File: src/design/mac_learning_table_top_assert.svh
// ----------------------------------------------------------------------------
// mac_learning_table_top_assert.svh
// Assertion macros shared by the MAC learning table modules.
// ----------------------------------------------------------------------------
`ifndef MAC_LEARNING_TABLE_TOP_ASSERT_SVH
`define MAC_LEARNING_TABLE_TOP_ASSERT_SVH

// The condition must hold in the same cycle as the trigger.
`define MLT_ASSERT_NOW(label, trig, cond, msg) \
  label: assert property (@(posedge clk_i) disable iff (!rst_ni) (trig) |-> (cond)) \
    else $error(msg);

// The condition must hold in the cycle after the trigger.
`define MLT_ASSERT_NEXT(label, trig, cond, msg) \
  label: assert property (@(posedge clk_i) disable iff (!rst_ni) (trig) |=> (cond)) \
    else $error(msg);

`endif

File: src/design/mlt_pkg.sv
// ----------------------------------------------------------------------------
// mlt_pkg
// Types, constants and codes shared by the MAC learning table modules.
// ----------------------------------------------------------------------------
package mlt_pkg;

  // Default geometry of the table.
  localparam int BUCKET_BITS_DEF = 7;
  localparam int WAYS_DEF        = 4;
  localparam int TIME_BITS_DEF   = 32;

  // Fixed field widths.
  localparam int KEY_W  = 64;
  localparam int MAC_W  = 48;
  localparam int VLAN_W = 16;
  localparam int PORT_W = 32;
  localparam int CFG_W  = 16;
  localparam int AGED_W = 10;
  localparam int HALF_W = 32;

  localparam logic [AGED_W-1:0] AGED_MAX = '1;

  // Hash constants.
  localparam logic [KEY_W-1:0] HASH_MUL_A = 64'hff51afd7ed558ccd;
  localparam logic [KEY_W-1:0] HASH_MUL_B = 64'hc4ceb9fe1a85ec53;
  localparam int               HASH_SHIFT = 33;

  // Register reset values.
  localparam logic [CFG_W-1:0] MIN_PERSIST_RST = 16'd3;
  localparam logic [CFG_W-1:0] EXPIRE_AGE_RST  = 16'd100;
  localparam logic [CFG_W-1:0] SWEEP_INT_RST   = 16'd2;

  // Configuration port geometry.
  localparam int APB_ADDR_W = 4;
  localparam int APB_DATA_W = 32;

  typedef enum logic [1:0] {
    REG_MIN_PERSIST = 2'd0,
    REG_EXPIRE_AGE  = 2'd1,
    REG_SWEEP_INT   = 2'd2
  } reg_idx_e;

  typedef enum logic [1:0] {
    CMD_LOOKUP = 2'd0,
    CMD_LEARN  = 2'd1,
    CMD_TICK   = 2'd2,
    CMD_NOP    = 2'd3
  } cmd_e;

  // Steps of one hash round on the shared multiplier.
  typedef enum logic [2:0] {
    HS_NONE = 3'd0,
    HS_XOR  = 3'd1,
    HS_MLO  = 3'd2,
    HS_MMID = 3'd3,
    HS_MHI  = 3'd4
  } hstep_e;

  typedef struct packed {
    cmd_e              command;
    logic [MAC_W-1:0]  mac;
    logic [VLAN_W-1:0] vlan;
    logic [PORT_W-1:0] port;
  } in_item_t;

  typedef struct packed {
    logic              hit;
    logic [PORT_W-1:0] port_out;
    logic              status;
    logic [AGED_W-1:0] aged_count;
  } out_item_t;

  typedef struct packed {
    logic [CFG_W-1:0] move_hold;
    logic [CFG_W-1:0] expire_age;
    logic [CFG_W-1:0] sweep_interval;
  } cfg_t;

  // Commands from the controller to the datapath.
  typedef struct packed {
    logic   capture;
    hstep_e hstep;
    logic   round;
    logic   mem_read;
    logic   entry_update;
    logic   time_tick;
    logic   sweep_read;
    logic   sweep_write;
    logic   clear_write;
    logic   emit_tick;
  } ctl_cmd_t;

  // Status from the datapath to the controller.
  typedef struct packed {
    logic sweep_due;
    logic row_last;
  } ctl_status_t;

endpackage

File: src/design/mlt_ctrl.sv
// ----------------------------------------------------------------------------
// mlt_ctrl
// Sequencer for the clearing pass, hashing, table access, time ticks and aging sweeps.
// ----------------------------------------------------------------------------
module mlt_ctrl (
  input  logic                 clk_i,
  input  logic                 rst_ni,
  input  logic                 start,
  input  mlt_pkg::cmd_e        cmd_i,
  output logic                 busy,
  input  mlt_pkg::ctl_status_t status_i,
  output mlt_pkg::ctl_cmd_t    cmd_o
);
  import mlt_pkg::*;

  typedef enum logic [11:0] {
    S_CLEAR   = 12'b0000_0000_0001,
    S_IDLE    = 12'b0000_0000_0010,
    S_HXOR    = 12'b0000_0000_0100,
    S_HMLO    = 12'b0000_0000_1000,
    S_HMMID   = 12'b0000_0001_0000,
    S_HMHI    = 12'b0000_0010_0000,
    S_READ    = 12'b0000_0100_0000,
    S_UPDATE  = 12'b0000_1000_0000,
    S_TICK    = 12'b0001_0000_0000,
    S_SWREAD  = 12'b0010_0000_0000,
    S_SWWRITE = 12'b0100_0000_0000,
    S_TDONE   = 12'b1000_0000_0000
  } state_e;

  state_e state_q, state_d;
  logic   round_q, round_d;

  assign busy = (state_q != S_IDLE);

  // Next state and command decode.
  always_comb begin
    state_d = state_q;
    round_d = round_q;
    cmd_o   = '0;
    cmd_o.round = round_q;
    unique case (state_q)
      S_CLEAR: begin
        cmd_o.clear_write = 1'b1;
        if (status_i.row_last) state_d = S_IDLE;
      end
      S_IDLE: begin
        if (start) begin
          cmd_o.capture = 1'b1;
          unique case (cmd_i) inside
            CMD_LOOKUP, CMD_LEARN: begin
              state_d = S_HXOR;
              round_d = 1'b0;
            end
            CMD_TICK: state_d = S_TICK;
            default:  state_d = S_TDONE;
          endcase
        end
      end
      S_HXOR: begin
        cmd_o.hstep = HS_XOR;
        state_d     = S_HMLO;
      end
      S_HMLO: begin
        cmd_o.hstep = HS_MLO;
        state_d     = S_HMMID;
      end
      S_HMMID: begin
        cmd_o.hstep = HS_MMID;
        state_d     = S_HMHI;
      end
      S_HMHI: begin
        cmd_o.hstep = HS_MHI;
        if (round_q) begin
          state_d = S_READ;
        end else begin
          round_d = 1'b1;
          state_d = S_HXOR;
        end
      end
      S_READ: begin
        cmd_o.mem_read = 1'b1;
        state_d        = S_UPDATE;
      end
      S_UPDATE: begin
        cmd_o.entry_update = 1'b1;
        state_d            = S_IDLE;
      end
      S_TICK: begin
        cmd_o.time_tick = 1'b1;
        state_d = status_i.sweep_due ? S_SWREAD : S_TDONE;
      end
      S_SWREAD: begin
        cmd_o.sweep_read = 1'b1;
        state_d          = S_SWWRITE;
      end
      S_SWWRITE: begin
        cmd_o.sweep_write = 1'b1;
        state_d = status_i.row_last ? S_TDONE : S_SWREAD;
      end
      S_TDONE: begin
        cmd_o.emit_tick = 1'b1;
        state_d         = S_IDLE;
      end
      default: state_d = S_IDLE;
    endcase
  end

  always_ff @(posedge clk_i or negedge rst_ni) begin
    if (!rst_ni) begin
      state_q <= S_CLEAR;
      round_q <= 1'b0;
    end else begin
      state_q <= state_d;
      round_q <= round_d;
    end
  end

endmodule

File: config.mk
export PLATFORM = sky130hd
export DESIGN_NAME = mlt_ctrl
export DESIGN_NICKNAME = d
export VERILOG_FILES = /design/src/design/mac_learning_table_top_assert.svh /design/src/design/mlt_pkg.sv /design/src/design/mlt_ctrl.sv
export SDC_FILE = /design/constraint.sdc
export NUM_CORES = 1
export LEC_CHECK = 0
export ABC_CLOCK_PERIOD_IN_PS = 1900
export BUFFER_PORTS_ARGS = -buffer_cell sky130_fd_sc_hd__buf_2
export CORE_MARGIN = 2
export CORE_UTILIZATION = 51
export DETAILED_ROUTE_END_ITERATION = 7
export GPL_TIMING_DRIVEN = 0
export PLACE_DENSITY_LB_ADDON = 0.05
export SLEW_MARGIN = 20
export SYNTH_ARGS = -nofsm -noshare
export SYNTH_HDL_FRONTEND = slang
export SYNTH_SLANG_ARGS = --single-unit
File: constraint.sdc
create_clock -name clk_i -period 1.9 [get_ports clk_i]
set_input_delay 0.095 -clock clk_i [delete_from_list [all_inputs] [get_ports clk_i]]
set_output_delay 0.095 -clock clk_i [all_outputs]
set_load 0.02 [all_outputs]
**After elaboration in Yosys (flattened, before gate mapping)**

Index checks and enable logic that the tools add are counted.

- Register bits after elaboration: 13
- Input bits: 7
- Logic and storage cells: 45

- Equal/unequal tests: 18
- Muxes and demuxes: 20
- Reductions and logical operators: 5

Operators with widths:

| kind | count |
|---|---|
| 12-bit case mux with 10 select lines | 1 |
| 12-bit two-way mux | 4 |
| 12-bit case mux with 2 select lines | 1 |
| 12-bit by 1-bit == test with 1-bit output, second input constant | 1 |
| 12-bit by 10-bit == test with 1-bit output, second input constant | 1 |
| 12-bit by 11-bit == test with 1-bit output, second input constant | 1 |
| 12-bit == test, second input constant | 1 |
| 12-bit by 2-bit == test with 1-bit output, second input constant | 1 |
| 12-bit by 3-bit == test with 1-bit output, second input constant | 1 |
| 12-bit by 4-bit == test with 1-bit output, second input constant | 1 |
| 12-bit by 5-bit == test with 1-bit output, second input constant | 1 |
| 12-bit by 6-bit == test with 1-bit output, second input constant | 1 |
| 12-bit by 7-bit == test with 1-bit output, second input constant | 1 |
| 12-bit by 8-bit == test with 1-bit output, second input constant | 1 |
| 12-bit by 9-bit == test with 1-bit output, second input constant | 1 |
| 12-bit by 2-bit != test with 1-bit output, second input constant | 1 |
| 3-bit case mux with 4 select lines | 1 |
| 1-bit two-way mux | 11 |
| 7-bit two-way mux | 1 |
| 2-bit != test, second input constant | 2 |
| 3-bit AND reduction | 1 |
| 2-bit by 1-bit == test with 1-bit output, second input constant | 1 |
| 2-bit == test, second input constant | 1 |
| 2-bit logical NOT | 1 |
| other kinds (5) | 5 |

**Longest topological paths before layout**

- Word-level depth: 5
- Gate-level depth with buffers: 4
- Gate-level depth less buffers: 4

**Least setup slack after synthesis**

Ideal clock, no wire load.

- Kind: register to output
- From: reg state_q[9]
- To: out cmd_o[5] (netlist name)
- Arrival: 1.694 ns
- Data required time: 1.805 ns
- Path slack: 0.111 ns
- Cell stages (with the launch flop): 4
- Path buffers: 0
- Path through: dfrtp_1 -> nor4_4 -> nand2_1 -> nor4b_1

RTL lines:

| item | line | source |
|---|---|---|
| start, declared | mlt_ctrl.sv:31 | `state_e state_q, state_d;` |
| start signal, assigned | mlt_ctrl.sv:114 | `state_q <= state_d;` |
| end, declared | mlt_ctrl.sv:12 | `output mlt_pkg::ctl_cmd_t cmd_o` |

==> run summary <==
DRT antenna net count: 0
Final worst-path cycle share: 96.2%
CTS tree: yes
Syn_area_per_cell: 10.4 um^2
Seq/Total Area, Yosys: 39.7%
DIE HEIGHT: 44.1 um
Post-synth EDFFs: 0
Status: completed
CORE AREA: 1510 um^2
Die W: 44.1 um
Pwr dens: 1150 nW/um^2
Netlist cell types: 31
Period minus WS final: 1830 ps
Dpl cell area: 937 um^2
CP arrival: 1730 ps
RePlAce Congestion: 0.721
Design area: 1090 um^2
Syn_nets: 86
Critical R2R Capture: state_q[1]
Vias per std cell: 5.65
Post-DR wirelength/cell: 14.3 um
Max-cap violation count: 0
# IOs: 20
Synth area leaders: dfrtp_1 (37%), nor4_4 (10%), nand4_1 (3.8%)
Crit Path Category: flop to output pin
Leak Pwr: 0.588 nW
Layout cells sized above 1: 45.7%
Worst reg2reg startpoint: state_q[1]
Hold Path Class: input pin to flop
First-pass GRT wire length: 3.34 mm
Routed WL: 1.89 mm
Setup violations, final: 0
Total clock sinks: 13
Hold Path Origin: status_i[0]
Syn Inst Count: 79
Fin nets: 124
P&R area growth vs syn: 32.3%
Fmax: 547 MHz
Drt pass-1 iters: 4
Pwr Total: 1.25 mW
Crit-path max FO: 5
Synth async-reset ratio: 100%
Area of the die: 1950 um^2
Clock Latency Late Sink: 270 ps
CTS H-tree depth: 1
Worst-Margin Slew: 382 ps
Clock skew: 4.11 ps
Reg clk slew, reported paths: 80 ps
Required time worst endpoint: 1800 ps
Reg2Reg Depth: 5
Drt initial violations: 13
Synthesis Warnings: 0
# rows: 14
Share of the synthesized area in the top cell type: 36.5%
Clock Tree Root: clkbuf_4
Ant diodes: 0
Synth area leader: dfrtp_1
Largest net degree at the start of global routing: 14
Via count: 746
Vias in the first global route: 773
Reg2Reg Setup Slack: 190 ps
Worst-case clock buffer depth: 2
# DRC: 0
Total grt overflow: 0
I/O Buffers: 19
Hold Path End: state_q[0]
Hold Vio Cnt, Final: 0
CTS buffer count: 3
All-layer global routing usage: 23.2%
Max-slew violation count: 0
Antenna violations before repair: 0
Worst slew margin: 74.2%
Top FF cell, synth: dfrtp_1
Unrepaired setup endpoints after global routing: true
Max IR drop VDD: 0.801 mV
Post-DP HPWL: 1.36 mm
Starting Density: 54.6%
CP Capture Type: output pin
CP startpoint kind: flop
Synthesized flop and latch total: 13
Fin util: 72.2%
Hold Path Stages: 2
Synthesized cell area: 822 um^2
through the flow:
step | hold WS, ps | instances | TNS (ps) | setup slack (ps)
global placement | -3.53 | 114 | 0 | 102
global route | 32.1 | 132 | -34.0 | -21.1
floorplan | -201 | 79 | 0 | 111
finish | 34.4 | 132 | 0 | 71.4
CTS | 31.2 | 125 | 0 | 36.2
detailed placement | 1.53 | 114 | 0 | 48.0
registers in the layout, summed over array words and instances, names as in the netlist:
signal,count
state_q,12
round_q,1
layout by cell type (no fill, tap or decap):
cell type	instances
inv_1	8
o41ai_1	1
o21ai_0	1
buf_4	15
nor4b_2	2
clkbuf_1	1
o22a_1	2
or2_2	3
o2bb2ai_1	1
clkbuf_4	3
o311ai_0	1
nand2b_1	2
nand3_1	4
or2_0	1
nor2b_1	3
and4b_1	2
and2b_1	1
dfrtp_1	8
nor4_4	4
nor3_1	4
dlygate4sd3_1	2
nand2_2	1
nor4_1	1
or2b_1	1
buf_2	18
nor4b_1	2
and2_1	1
nand2_1	5
dfstp_2	1
o41ai_4	1
a211oi_2	1
nand4_1	5
nand4b_1	1
dfrtp_2	4
nor2_1	3
nor3b_1	2
routing by layer:
| layer | wire (um) | global-route usage [%] | up-vias |
|---|---|---|---|
| met5 | 0 | 0 | - |
| li1 | - | - | 371 |
| met2 | 948 | 39.1 | 15 |
| met1 | 868 | 30.2 | 358 |
| met3 | 66 | 2.86 | 2 |
| met4 | 9 | 9.09 | 0 |
power by group:
group	switching [mW]	internal (mW)
registers	0.0746	0.324
clock network	0.0908	0.0812
logic	0.364	0.310
total	0.530	0.716
synthesized netlist by cell type, types with 2 or more instances:
cell / n
dfrtp_1: 12
inv_1: 8
nand2_1: 5
nand4_1: 5
nand3_1: 4
nor3_1: 4
nor4_4: 4
nor2_1: 3
nor2b_1: 3
nor4b_1: 3
or2_2: 3
and4b_1: 2
buf_4: 2
nand2b_1: 2
nor3b_1: 2
o22a_1: 2
how the worst max path moves through the flow:
stage,to,slack [ps],cells after the start,from
final,cmd_o[3],70,5,state_q[1]
after global routing,cmd_o[0],-20,5,state_q[1]
after CTS,cmd_o[8],40,5,state_q[11]
after detailed placement,cmd_o[8],50,4,state_q[9]
after global placement,cmd_o[8],100,4,state_q[9]
after floorplan,cmd_o[5],110,3,state_q[9]
final cells by class:
class,count,area [um^2]
tap,16,20.0
inverter,8,30.0
clock buffer,4,26.3
sequential,13,332
buffer,2,15.0
multi-input combinational,56,457
fill,126,419
timing repair buffer,33,208
critical path, cell delays in order, from the launching register on:
cell and delay [ps]:
dfrtp_2 450, nor4_4 360, buf_4 190, nand2_1 80, nor3_1 180, buf_2 190
cells by family after synthesis:
logic type | count (synthesis) | synth area share (%)
flip-flops | 13 | 39.7
AND/OR/NAND/NOR | 48 | 44.0
buffers and inverters | 10 | 5.48
AO/OA/AOI/OAI | 8 | 10.8
repair_timing:
action	CTS	global route
pin swaps	4	2
endpoints found under the setup margin	4	8
endpoints found under the hold margin	14	0
buffers inserted	5	7
resized for setup	1	5
hold buffers	2	0
Power figures use the tool's default switching activity.
