**config.mk**
```make
export PLATFORM = sky130hd
export DESIGN_NAME = mlt_cfg
export DESIGN_NICKNAME = d
export VERILOG_FILES = /design/src/design/mac_learning_table_top_assert.svh /design/src/design/mlt_pkg.sv /design/src/design/mlt_cfg.sv
export SDC_FILE = /design/constraint.sdc
export NUM_CORES = 1
export LEC_CHECK = 0
export ABC_CLOCK_PERIOD_IN_PS = 1800
export BUFFER_PORTS_ARGS = -buffer_cell sky130_fd_sc_hd__clkbuf_2
export CAP_MARGIN = 0
export CELL_PAD_IN_SITES_DETAIL_PLACEMENT = 0
export CELL_PAD_IN_SITES_GLOBAL_PLACEMENT = 1
export CORE_ASPECT_RATIO = 0.75
export CORE_MARGIN = 3
export CORE_UTILIZATION = 34
export DETAILED_ROUTE_END_ITERATION = 8
export PLACE_DENSITY = 0.92
export SLEW_MARGIN = 10
export SYNTH_ARGS = -nofsm -noshare
export SYNTH_HDL_FRONTEND = slang
export SYNTH_SLANG_ARGS = --single-unit
```
**constraint.sdc**
```tcl
create_clock -name clk_i -period 1.8 [get_ports clk_i]
set_input_delay 0.36 -clock clk_i [delete_from_list [all_inputs] [get_ports clk_i]]
set_output_delay 0.36 -clock clk_i [all_outputs]
set_load 0.01 [all_outputs]
```
**src/design/mac_learning_table_top_assert.svh**
```systemverilog
// ----------------------------------------------------------------------------
// mac_learning_table_top_assert.svh
// Assertion macros shared by the MAC learning table modules.
// ----------------------------------------------------------------------------
`ifndef MAC_LEARNING_TABLE_TOP_ASSERT_SVH
`define MAC_LEARNING_TABLE_TOP_ASSERT_SVH

// The condition must hold in the same cycle as the trigger.
`define MLT_ASSERT_NOW(label, trig, cond, msg) \
  label: assert property (@(posedge clk_i) disable iff (!rst_ni) (trig) |-> (cond)) \
    else $error(msg);

// The condition must hold in the cycle after the trigger.
`define MLT_ASSERT_NEXT(label, trig, cond, msg) \
  label: assert property (@(posedge clk_i) disable iff (!rst_ni) (trig) |=> (cond)) \
    else $error(msg);

`endif

```
**src/design/mlt_pkg.sv**
```systemverilog
// ----------------------------------------------------------------------------
// mlt_pkg
// Types, constants and codes shared by the MAC learning table modules.
// ----------------------------------------------------------------------------
package mlt_pkg;

  // Default geometry of the table.
  localparam int BUCKET_BITS_DEF = 7;
  localparam int WAYS_DEF        = 4;
  localparam int TIME_BITS_DEF   = 32;

  // Fixed field widths.
  localparam int KEY_W  = 64;
  localparam int MAC_W  = 48;
  localparam int VLAN_W = 16;
  localparam int PORT_W = 32;
  localparam int CFG_W  = 16;
  localparam int AGED_W = 10;
  localparam int HALF_W = 32;

  localparam logic [AGED_W-1:0] AGED_MAX = '1;

  // Hash constants.
  localparam logic [KEY_W-1:0] HASH_MUL_A = 64'hff51afd7ed558ccd;
  localparam logic [KEY_W-1:0] HASH_MUL_B = 64'hc4ceb9fe1a85ec53;
  localparam int               HASH_SHIFT = 33;

  // Register reset values.
  localparam logic [CFG_W-1:0] MIN_PERSIST_RST = 16'd3;
  localparam logic [CFG_W-1:0] EXPIRE_AGE_RST  = 16'd100;
  localparam logic [CFG_W-1:0] SWEEP_INT_RST   = 16'd2;

  // Configuration port geometry.
  localparam int APB_ADDR_W = 4;
  localparam int APB_DATA_W = 32;

  typedef enum logic [1:0] {
    REG_MIN_PERSIST = 2'd0,
    REG_EXPIRE_AGE  = 2'd1,
    REG_SWEEP_INT   = 2'd2
  } reg_idx_e;

  typedef enum logic [1:0] {
    CMD_LOOKUP = 2'd0,
    CMD_LEARN  = 2'd1,
    CMD_TICK   = 2'd2,
    CMD_NOP    = 2'd3
  } cmd_e;

  // Steps of one hash round on the shared multiplier.
  typedef enum logic [2:0] {
    HS_NONE = 3'd0,
    HS_XOR  = 3'd1,
    HS_MLO  = 3'd2,
    HS_MMID = 3'd3,
    HS_MHI  = 3'd4
  } hstep_e;

  typedef struct packed {
    cmd_e              command;
    logic [MAC_W-1:0]  mac;
    logic [VLAN_W-1:0] vlan;
    logic [PORT_W-1:0] port;
  } in_item_t;

  typedef struct packed {
    logic              hit;
    logic [PORT_W-1:0] port_out;
    logic              status;
    logic [AGED_W-1:0] aged_count;
  } out_item_t;

  typedef struct packed {
    logic [CFG_W-1:0] move_hold;
    logic [CFG_W-1:0] expire_age;
    logic [CFG_W-1:0] sweep_interval;
  } cfg_t;

  // Commands from the controller to the datapath.
  typedef struct packed {
    logic   capture;
    hstep_e hstep;
    logic   round;
    logic   mem_read;
    logic   entry_update;
    logic   time_tick;
    logic   sweep_read;
    logic   sweep_write;
    logic   clear_write;
    logic   emit_tick;
  } ctl_cmd_t;

  // Status from the datapath to the controller.
  typedef struct packed {
    logic sweep_due;
    logic row_last;
  } ctl_status_t;

endpackage

```
**src/design/mlt_cfg.sv**
```systemverilog
// ----------------------------------------------------------------------------
// mlt_cfg
// APB register file holding the aging and persistence settings.
// ----------------------------------------------------------------------------
module mlt_cfg (
  input  logic                           clk_i,
  input  logic                           rst_ni,
  input  logic                           psel,
  input  logic                           penable,
  input  logic                           pwrite,
  input  logic [mlt_pkg::APB_ADDR_W-1:0] paddr,
  input  logic [mlt_pkg::APB_DATA_W-1:0] pwdata,
  output logic [mlt_pkg::APB_DATA_W-1:0] prdata,
  output logic                           pready,
  output mlt_pkg::cfg_t                  cfg_o
);
  import mlt_pkg::*;

  cfg_t     cfg_q, cfg_d;
  reg_idx_e idx;

  assign idx    = reg_idx_e'(paddr[3:2]);
  assign pready = 1'b1;
  assign cfg_o  = cfg_q;

  // Register writes on the access beat.
  always_comb begin
    cfg_d = cfg_q;
    if (psel && penable && pwrite) begin
      unique case (idx)
        REG_MIN_PERSIST: cfg_d.move_hold      = pwdata[CFG_W-1:0];
        REG_EXPIRE_AGE:  cfg_d.expire_age     = pwdata[CFG_W-1:0];
        REG_SWEEP_INT:   cfg_d.sweep_interval = pwdata[CFG_W-1:0];
        default:         cfg_d = cfg_q;
      endcase
    end
  end

  // Read data mux.
  always_comb begin
    unique case (idx)
      REG_MIN_PERSIST: prdata = APB_DATA_W'(cfg_q.move_hold);
      REG_EXPIRE_AGE:  prdata = APB_DATA_W'(cfg_q.expire_age);
      REG_SWEEP_INT:   prdata = APB_DATA_W'(cfg_q.sweep_interval);
      default:         prdata = '0;
    endcase
  end

  always_ff @(posedge clk_i or negedge rst_ni) begin
    if (!rst_ni) begin
      cfg_q <= '{move_hold:      MIN_PERSIST_RST,
                 expire_age:     EXPIRE_AGE_RST,
                 sweep_interval: SWEEP_INT_RST};
    end else begin
      cfg_q <= cfg_d;
    end
  end

endmodule

```
After elaboration in Yosys (flattened, before gate mapping)
Cells that the tools add are included.
Operators by class
  equality and inequality tests: 2
  reduce and logical (&&, ||, !) cells: 6
  mux-type cells: 1
Operators with widths (count)
  case mux 16 bit (3 select lines): 1
  AND reduction 2 bit: 3
  == test 2 x 1 -> 1 bit (second input constant): 1
  == test 2 bit (second input constant): 1
  logical AND 1 bit: 2
  logical NOT 2 bit: 1
Storage, ports and cells
  register bits after elaboration: 48
  input bits: 41
  output and inout bits: 81

Depth between registers and ports, before layout
Gate-level depths: netlist of run 1.
  word-level depth: 3
  depth in mapped cells: 5
  depth with buffers taken out: 3

Worst setup path before layout of run 1
OpenSTA, ideal clock, no wires.
  path type: input-to-reg
  from: input port paddr[3] (netlist name)
  to: register cfg_q (netlist bit cfg_o[10])
  slack: 212 ps
  stages: 4
  arrival: 1463 ps
  library setup time: 125 ps
  cells stage by stage: buf_2 -> nor3b_2 -> buf_4 -> mux2_2
Between the ends
  cells in the longest elaborated chain, start to end: 2
Ends and longest elaborated chain
  start: declaration: RTL line mlt_cfg.sv:11  | input logic [mlt_pkg::APB_ADDR_W-1:0] paddr,
  == test 2 bit: RTL line mlt_cfg.sv:30  | unique case (idx)
  AND reduction 2 bit (no source line)
  end signal: assignment: RTL line mlt_cfg.sv:51  | cfg_q <= '{move_hold: MIN_PERSIST_RST,
  end signal: assignment: RTL line mlt_cfg.sv:55  | cfg_q <= cfg_d;
  end: declaration: RTL line mlt_cfg.sv:19  | cfg_t cfg_q, cfg_d;
Every way passes these cells.
A chain may end at the register's enable or synchronous reset.

Worst setup path in the final report of run 1
  from: input port paddr[2] (netlist name)
  to: output port prdata[11] (netlist name)
Between the ends
  cells in the longest elaborated chain, start to end: 2
  elaborated cells between the ends (all ways): 4
  classes of those cells: 2 x eq/ne; 1 x mux; 1 x reduce/logical
Ends and longest elaborated chain
  == test 2 bit (tied with other cells): RTL line mlt_cfg.sv:41  | unique case (idx)
  case mux 16 bit (3 select lines) *: RTL line mlt_cfg.sv:41
  end: declaration: RTL line mlt_cfg.sv:13  | output logic [mlt_pkg::APB_DATA_W-1:0] prdata,
Mark *: on every way between the ends. The rest lies on a longest branch, timed or not.

==> results of run 1 <==
## cells by family (layout without fill, tap and decap cells)
| kind of cell | after synthesis | count (layout) | share of synthesized area (%) |
|---|---|---|---|
| muxes | 64 | 64 | 31.6 |
| DFF | 48 | 48 | 51.7 |
| buffers and inverters | 27 | 108 | 8.61 |
| and+or+nand+nor | 21 | 21 | 4.44 |
| AOI/OAI and AO/OA | 16 | 16 | 3.42 |
| other | 2 | 17 | 0.321 |
## critical path, delay by kind of cell
kind | cells | cell delay (ps)
buf+inv | 3 | 620
mux | 1 | 100
compound gates | 1 | 210
## per-stage QoR
stage / cells / area (um^2) / total power [mW] / hold slack [ps]
after floorplan: 193 / 2400 / 2.12 / 64.4
after global placement: 347 / 2860 / 2.55 / 357
after detailed placement: 347 / 2860 / 2.59 / 367
after CTS: 355 / 2960 / 3.26 / 42.9
after global routing: 355 / 2960 / 3.41 / 61.1
final: 355 / 2960 / 3.21 / 26.9
## layout make-up
class / instances / area share (%)
Multi-Input combinational cell: 118 / 33.6
Tap cell: 81 / 3.43
Timing Repair Buffer: 100 / 19.0
Clock inverter: 1 / 0.254
Sequential cell: 48 / 40.9
Clock buffer: 7 / 2.92
## Yosys cell counts
cell	number
dfstp_2	6
nor3b_2	1
nand2_1	16
dfrtp_1	42
buf_4	19
or3b_1	1
buf_8	1
o21ai_0	15
nand3_1	1
o21ai_1	1
mux2i_1	16
mux2_2	38
clkbuf_1	3
and2b_1	1
conb_1	2
buf_6	2
buf_2	2
nor3_2	1
mux2_4	10
## how the worst max path moves through the flow
stage | from | to | depth (start not counted)
after CTS | paddr[2] | prdata[11] | 5
after global routing | paddr[2] | prdata[15] | 5
after global placement | paddr[2] | prdata[11] | 5
final | paddr[2] | prdata[11] | 5
after detailed placement | paddr[2] | prdata[11] | 5
after floorplan | paddr[3] | cfg_o[10] | 4
## metal layers
metal / GRT usage (%) / part of all wire [%]
met3: 2.88 / 4.8
met5: 0 / 0
met1: 18.5 / 43
met2: 24.1 / 51
met4: 3.59 / 0.74
## power by group
part	switching (mW)	total [mW]	internal [mW]	leakage (nW)
clock	0.352	0.665	0.313	0.0445
sequential	0.202	1.56	1.35	0.578
combinational	0.476	0.991	0.516	0.898
total	1.03	3.21	2.18	1.52
==> metrics.txt, run 1 <==
Mapped Cells=178; I/O Buffers=between 80 and 90; Worst-path clk slew=around 90 ps; Routed WL=5500 um; Starting Density=36.1%; synthesized area=0.00234 mm^2; Synth top area share=44.9%; synth top area cells=dfrtp_1 45%, mux2_2 18%, mux2i_1 6.8%; Via density=about 4.6; Post-CTS Setup Inserts=0; power per standard cell area=1090 mW/mm^2; max-slew violations=0; Worst R2R End=cfg_o[6]; max-cap viol count=0; total congestion overflow=0; vias in the first global route=around 1,700; CTS Root Cell=clkbuf_8; number of vias in the routed layout=between 1,500 and 2,000; worst skew pair latency=~290 ps; CP Capture Type=primary output; Site Rows=25; post-synthesis sequential area ratio=between 50% and 60%; Crit path top cell by count=clkbuf_2; Hold WC Path Type=in2async; clock sink count=48; P_leak=around 1.5 nW; Max Fclk=between 0.6 and 0.7 GHz; worst relative slew slack=approximately 64%; WL per Instance=about 16 um; CP max-delay cell=buf_4; synth warn=0; critical path peak fanout=8; skew final=0 ps; DRC=0; number of buffers created by CTS=5; Die Span Y=77.8 um; Distinct cells, synth=19; kind of critical path=in2out; worst reg-to-reg path cell count=1; commonest non-fill, non-tap cells in the layout=86 x clkbuf_2, 42 x dfrtp_1, 38 x mux2_2; Total Routing Usage GR=~14%; worst vdd ir=~0.00043 V; H-tree levels=2; status=completed; Worst Slack Setup Final=between 100 and 150 ps; Final nets=approximately 310; CP Data Required Time=roughly 1400 ps; post-cts sizing count=0; R2R Setup Slk=1000 ps; final antenna-violating net count=0; footprint of the multi-input gates=approximately 1000 um^2; CTS tree=built; CTS Hold Bufs=0; DRT iter0 DRCs=38; first-pass GRT wire length=between 8000 and 9000 um; DP HPWL=approximately 4300 um; Core Util, Final=between 40 and 50%; fillers=between 600 and 700; number of detailed-route iterations in the first pass=4; R2R Path Start=cfg_o[6]; antenna violations before repair=0; critical path arrival=1290 ps; Top-Level Pins=between 100 and 150; largest stage delay on the critical path=250 ps; final RePlAce weighted congestion=0.784; Die ar.=about 0.008 mm^2; Clock Path Buffers=2; Seq cells post-synth=48; syn avg cell area=around 13 um^2; cell taking the most area after synthesis=dfrtp_1; RSZ-0062 raised after global routing=false; Setup WS pre-CTS=around 120 ps; Slew @ Worst Pin=538 ps; setup TNS=0 ps; layout cells sized above 1=roughly 59%; crit-path cells=clkbuf_2, buf_4, mux2i_1, o21ai_0, clkbuf_2; Final Setup Violations=0; CP startpoint kind=input pin; sequential cell area=0.00121 mm^2; Layout area overhead=26.4%; Tmin final=1650 ps; ant diodes=0; Fin. Hold Viols=0; max reg flops=48; largest net degree at the start of global routing=30; area of the core=approximately 0.0065 mm^2; die width=slightly above 100 um; most common cell after layout, fill and taps aside=clkbuf_2; Tcrit/Tclk final=approximately 92%
(Power assumes the default switching activity.)
==> inputs of run 2 (changes only) <==
- CORE_ASPECT_RATIO: 0.75 -> default
- GPL_TIMING_DRIVEN: default -> 0
==> run 2 against run 1 <==
  * Utilization rose by 1.3 points
  * Highest routed layer unchanged
  * Largest cell class unchanged
  * Via count rose by 4.1%
  * Maximum frequency fell by 3.0%
  * Worst setup slack got worse by 51 ps
  * Clock-buffer cell count fell by 1
  * Sequential share of layout area fell by 1.3 points
  * Final cell count rose by 2.3%
  * Sequential power barely moved
==> metrics.txt, run 2 (synthesis results as in run 1) <==
status=completed (unchanged); antenna violations before repair=0 (unchanged); P_int=2.34 mW (was 2.18 mW); setup TNS=0 ps (unchanged); Max Fclk=0.587 GHz (was 0.605 GHz); I/O Buffers=86 (unchanged); first-pass GRT wire length=8800 um (was 8760 um); largest net degree at the start of global routing=49 (was 30); DRT iter0 DRCs=60 (was 38); Post-CTS Setup Inserts=0 (unchanged); critical path peak fanout=10 (was 8); Worst-path clk slew=90 ps (about the same); layout cells sized above 1=61.9% (was 59.5%); clock power share=24.3% (was 20.7%); CP Data Required Time=1990 ps (was 1440 ps); Final nets=326 (was 314); Die ar.=0.00791 mm^2 (was 0.00792 mm^2); final antenna-violating net count=0 (unchanged); worst relative slew slack=28.9% (was 64.1%); DP HPWL=4120 um (was 4280 um); Bufs and invs on worst path=3 (unchanged); Seq pwr share=45.9% (was 48.4%); CP max-delay cell=nor3b_2 (was buf_4); CTS Root Cell=clkbuf_8 (unchanged); area of the core=0.00649 mm^2 (was 0.00647 mm^2); power per standard cell area=1110 mW/mm^2 (was 1090 mW/mm^2); die width=89.0 um (was 102 um); Core Util, Final=47.0% (was 45.7%); clock sink count=48 (unchanged); kind of critical path=in2reg (was in2out); CP startpoint kind=input pin (unchanged); Fin. Hold Viols=0 (unchanged); Hold WC Path Type=in2async (unchanged); number of buffers created by CTS=5 (unchanged); max-cap viol count=0 (unchanged); DRC=0 (unchanged); commonest non-fill, non-tap cells in the layout=86 x clkbuf_2, 42 x dfrtp_1, 38 x mux2_2 (unchanged); CTS tree=built (unchanged); Comb pwr share=29.8% (was 30.9%); switching fraction of total power=31.1% (was 32.1%); Total Routing Usage GR=14.8% (was 14.2%); fin cells=363 (was 355); RSZ-0062 raised after global routing=false (unchanged); worst skew pair latency=300 ps (was 290 ps); skew final=0 ps (unchanged); worst vdd ir=0.000596 V (was 0.000432 V); WL per Instance=15.7 um (was 15.5 um); Clock Path Buffers=2 (unchanged); largest stage delay on the critical path=530 ps (was 250 ps); Site Rows=29 (was 25); Die Span Y=89.0 um (was 77.8 um); number of detailed-route iterations in the first pass=4 (unchanged); Top delay family on crit path=buffers and inverters (unchanged); Tcrit/Tclk final=94.7% (was 91.9%); Post-Place Cells=356 (was 347); most common cell after layout, fill and taps aside=clkbuf_2 (unchanged); number of vias in the routed layout=1,698 (was 1,631); critical path arrival=1890 ps (was 1290 ps); vias in the first global route=1,617 (was 1,681); H-tree levels=2 (unchanged); Top-Level Pins=122 (unchanged); max reg flops=48 (unchanged); P_leak=1.60 nW (was 1.52 nW); Starting Density=36.0% (was 36.1%); Layout area overhead=30.5% (was 26.4%); max-slew violations=0 (unchanged); ant diodes=0 (unchanged); final RePlAce weighted congestion=0.700 (was 0.784); crit-path cells=clkbuf_2, buf_2, nor3b_2, buf_4, mux2_2 (was clkbuf_2, buf_4, mux2i_1, o21ai_0, clkbuf_2); Tmin final=1700 ps (was 1650 ps); Via density=4.68 (was 4.59); CP Capture Type=flop (was primary output); total congestion overflow=0 (unchanged); NetSw=1.05 mW (was 1.03 mW); Slew @ Worst Pin=1070 ps (was 538 ps); Routed WL=5690 um (was 5500 um); Power, Total=3.39 mW (was 3.21 mW); Final Setup Violations=0 (unchanged)
## run 2: cell types whose count changed in the layout (fill, tap and decap cells not counted), sizes merged
cell	before	now
clkinv	0	1
buf	14	25
clkinvlp	1	0
bufinv	0	1
## run 2: stage by stage
stage                     worst slack [ps]  hold WS [ps]  instance area, um^2
after floorplan                        212          64.4                 2400
after global placement                -439           516                 2920
after detailed placement              -420           523                 2920
after CTS                             60.2           302                 3050
after global routing                  5.53           291                 3050
final                                 95.9           254                 3050
## run 2: layer usage
layer / GRT usage [%] / share of wire, % / vias to the layer above
met4: 2.84 / 0.35 / 0
met3: 4.79 / 6.7 / 2
li1: - / - / 801
met1: 21.3 / 46 / 832
met5: 0 / 0 / -
met2: 22.2 / 47 / 63
## run 2: area by class of cell
| type | instances | area (um^2) |
|---|---|---|
| Buffer | 26 | 209 |
| Sequential cell | 48 | 1210 |
| Clock inverter | 2 | 38.8 |
| Multi-Input combinational cell | 118 | 987 |
| Tap cell | 77 | 96.3 |
| Fill cell | 622 | 3440 |
| Timing Repair Buffer | 86 | 430 |
| Clock buffer | 6 | 82.6 |
## run 2: what timing repair did
item / CTS / global route
endpoints found under the setup margin: 10 / 2
pin swaps: 0 / 0
resized for setup: 5 / 1
gates cloned: 0 / 0
hold buffers: 0 / 0
## run 2: worst paths after layout
kind                        endpoint  slack [ps]        from  cells past startpoint
max in group asynchronous  cfg_o[17]         890      rst_ni                      1
min in group clk_i         cfg_o[29]         310  pwdata[13]                      2
hold / removal             cfg_o[24]         250      rst_ni                      1
setup reg to reg           cfg_o[42]        1000   cfg_o[42]                      1
hold reg to reg            cfg_o[14]         540   cfg_o[14]                      1
setup / recovery            cfg_o[6]         100    paddr[3]                      5
## run 2: power by group through the flow
stage | Sequential (mW) | Combinational [mW] | Clock [mW]
after floorplan | 1.66 | 0.457 | 0
after global placement | 1.57 | 1.00 | 0
after detailed placement | 1.58 | 1.03 | 0
after CTS | 1.56 | 1.03 | 0.847
after global routing | 1.60 | 1.11 | 0.901
final | 1.56 | 1.01 | 0.824
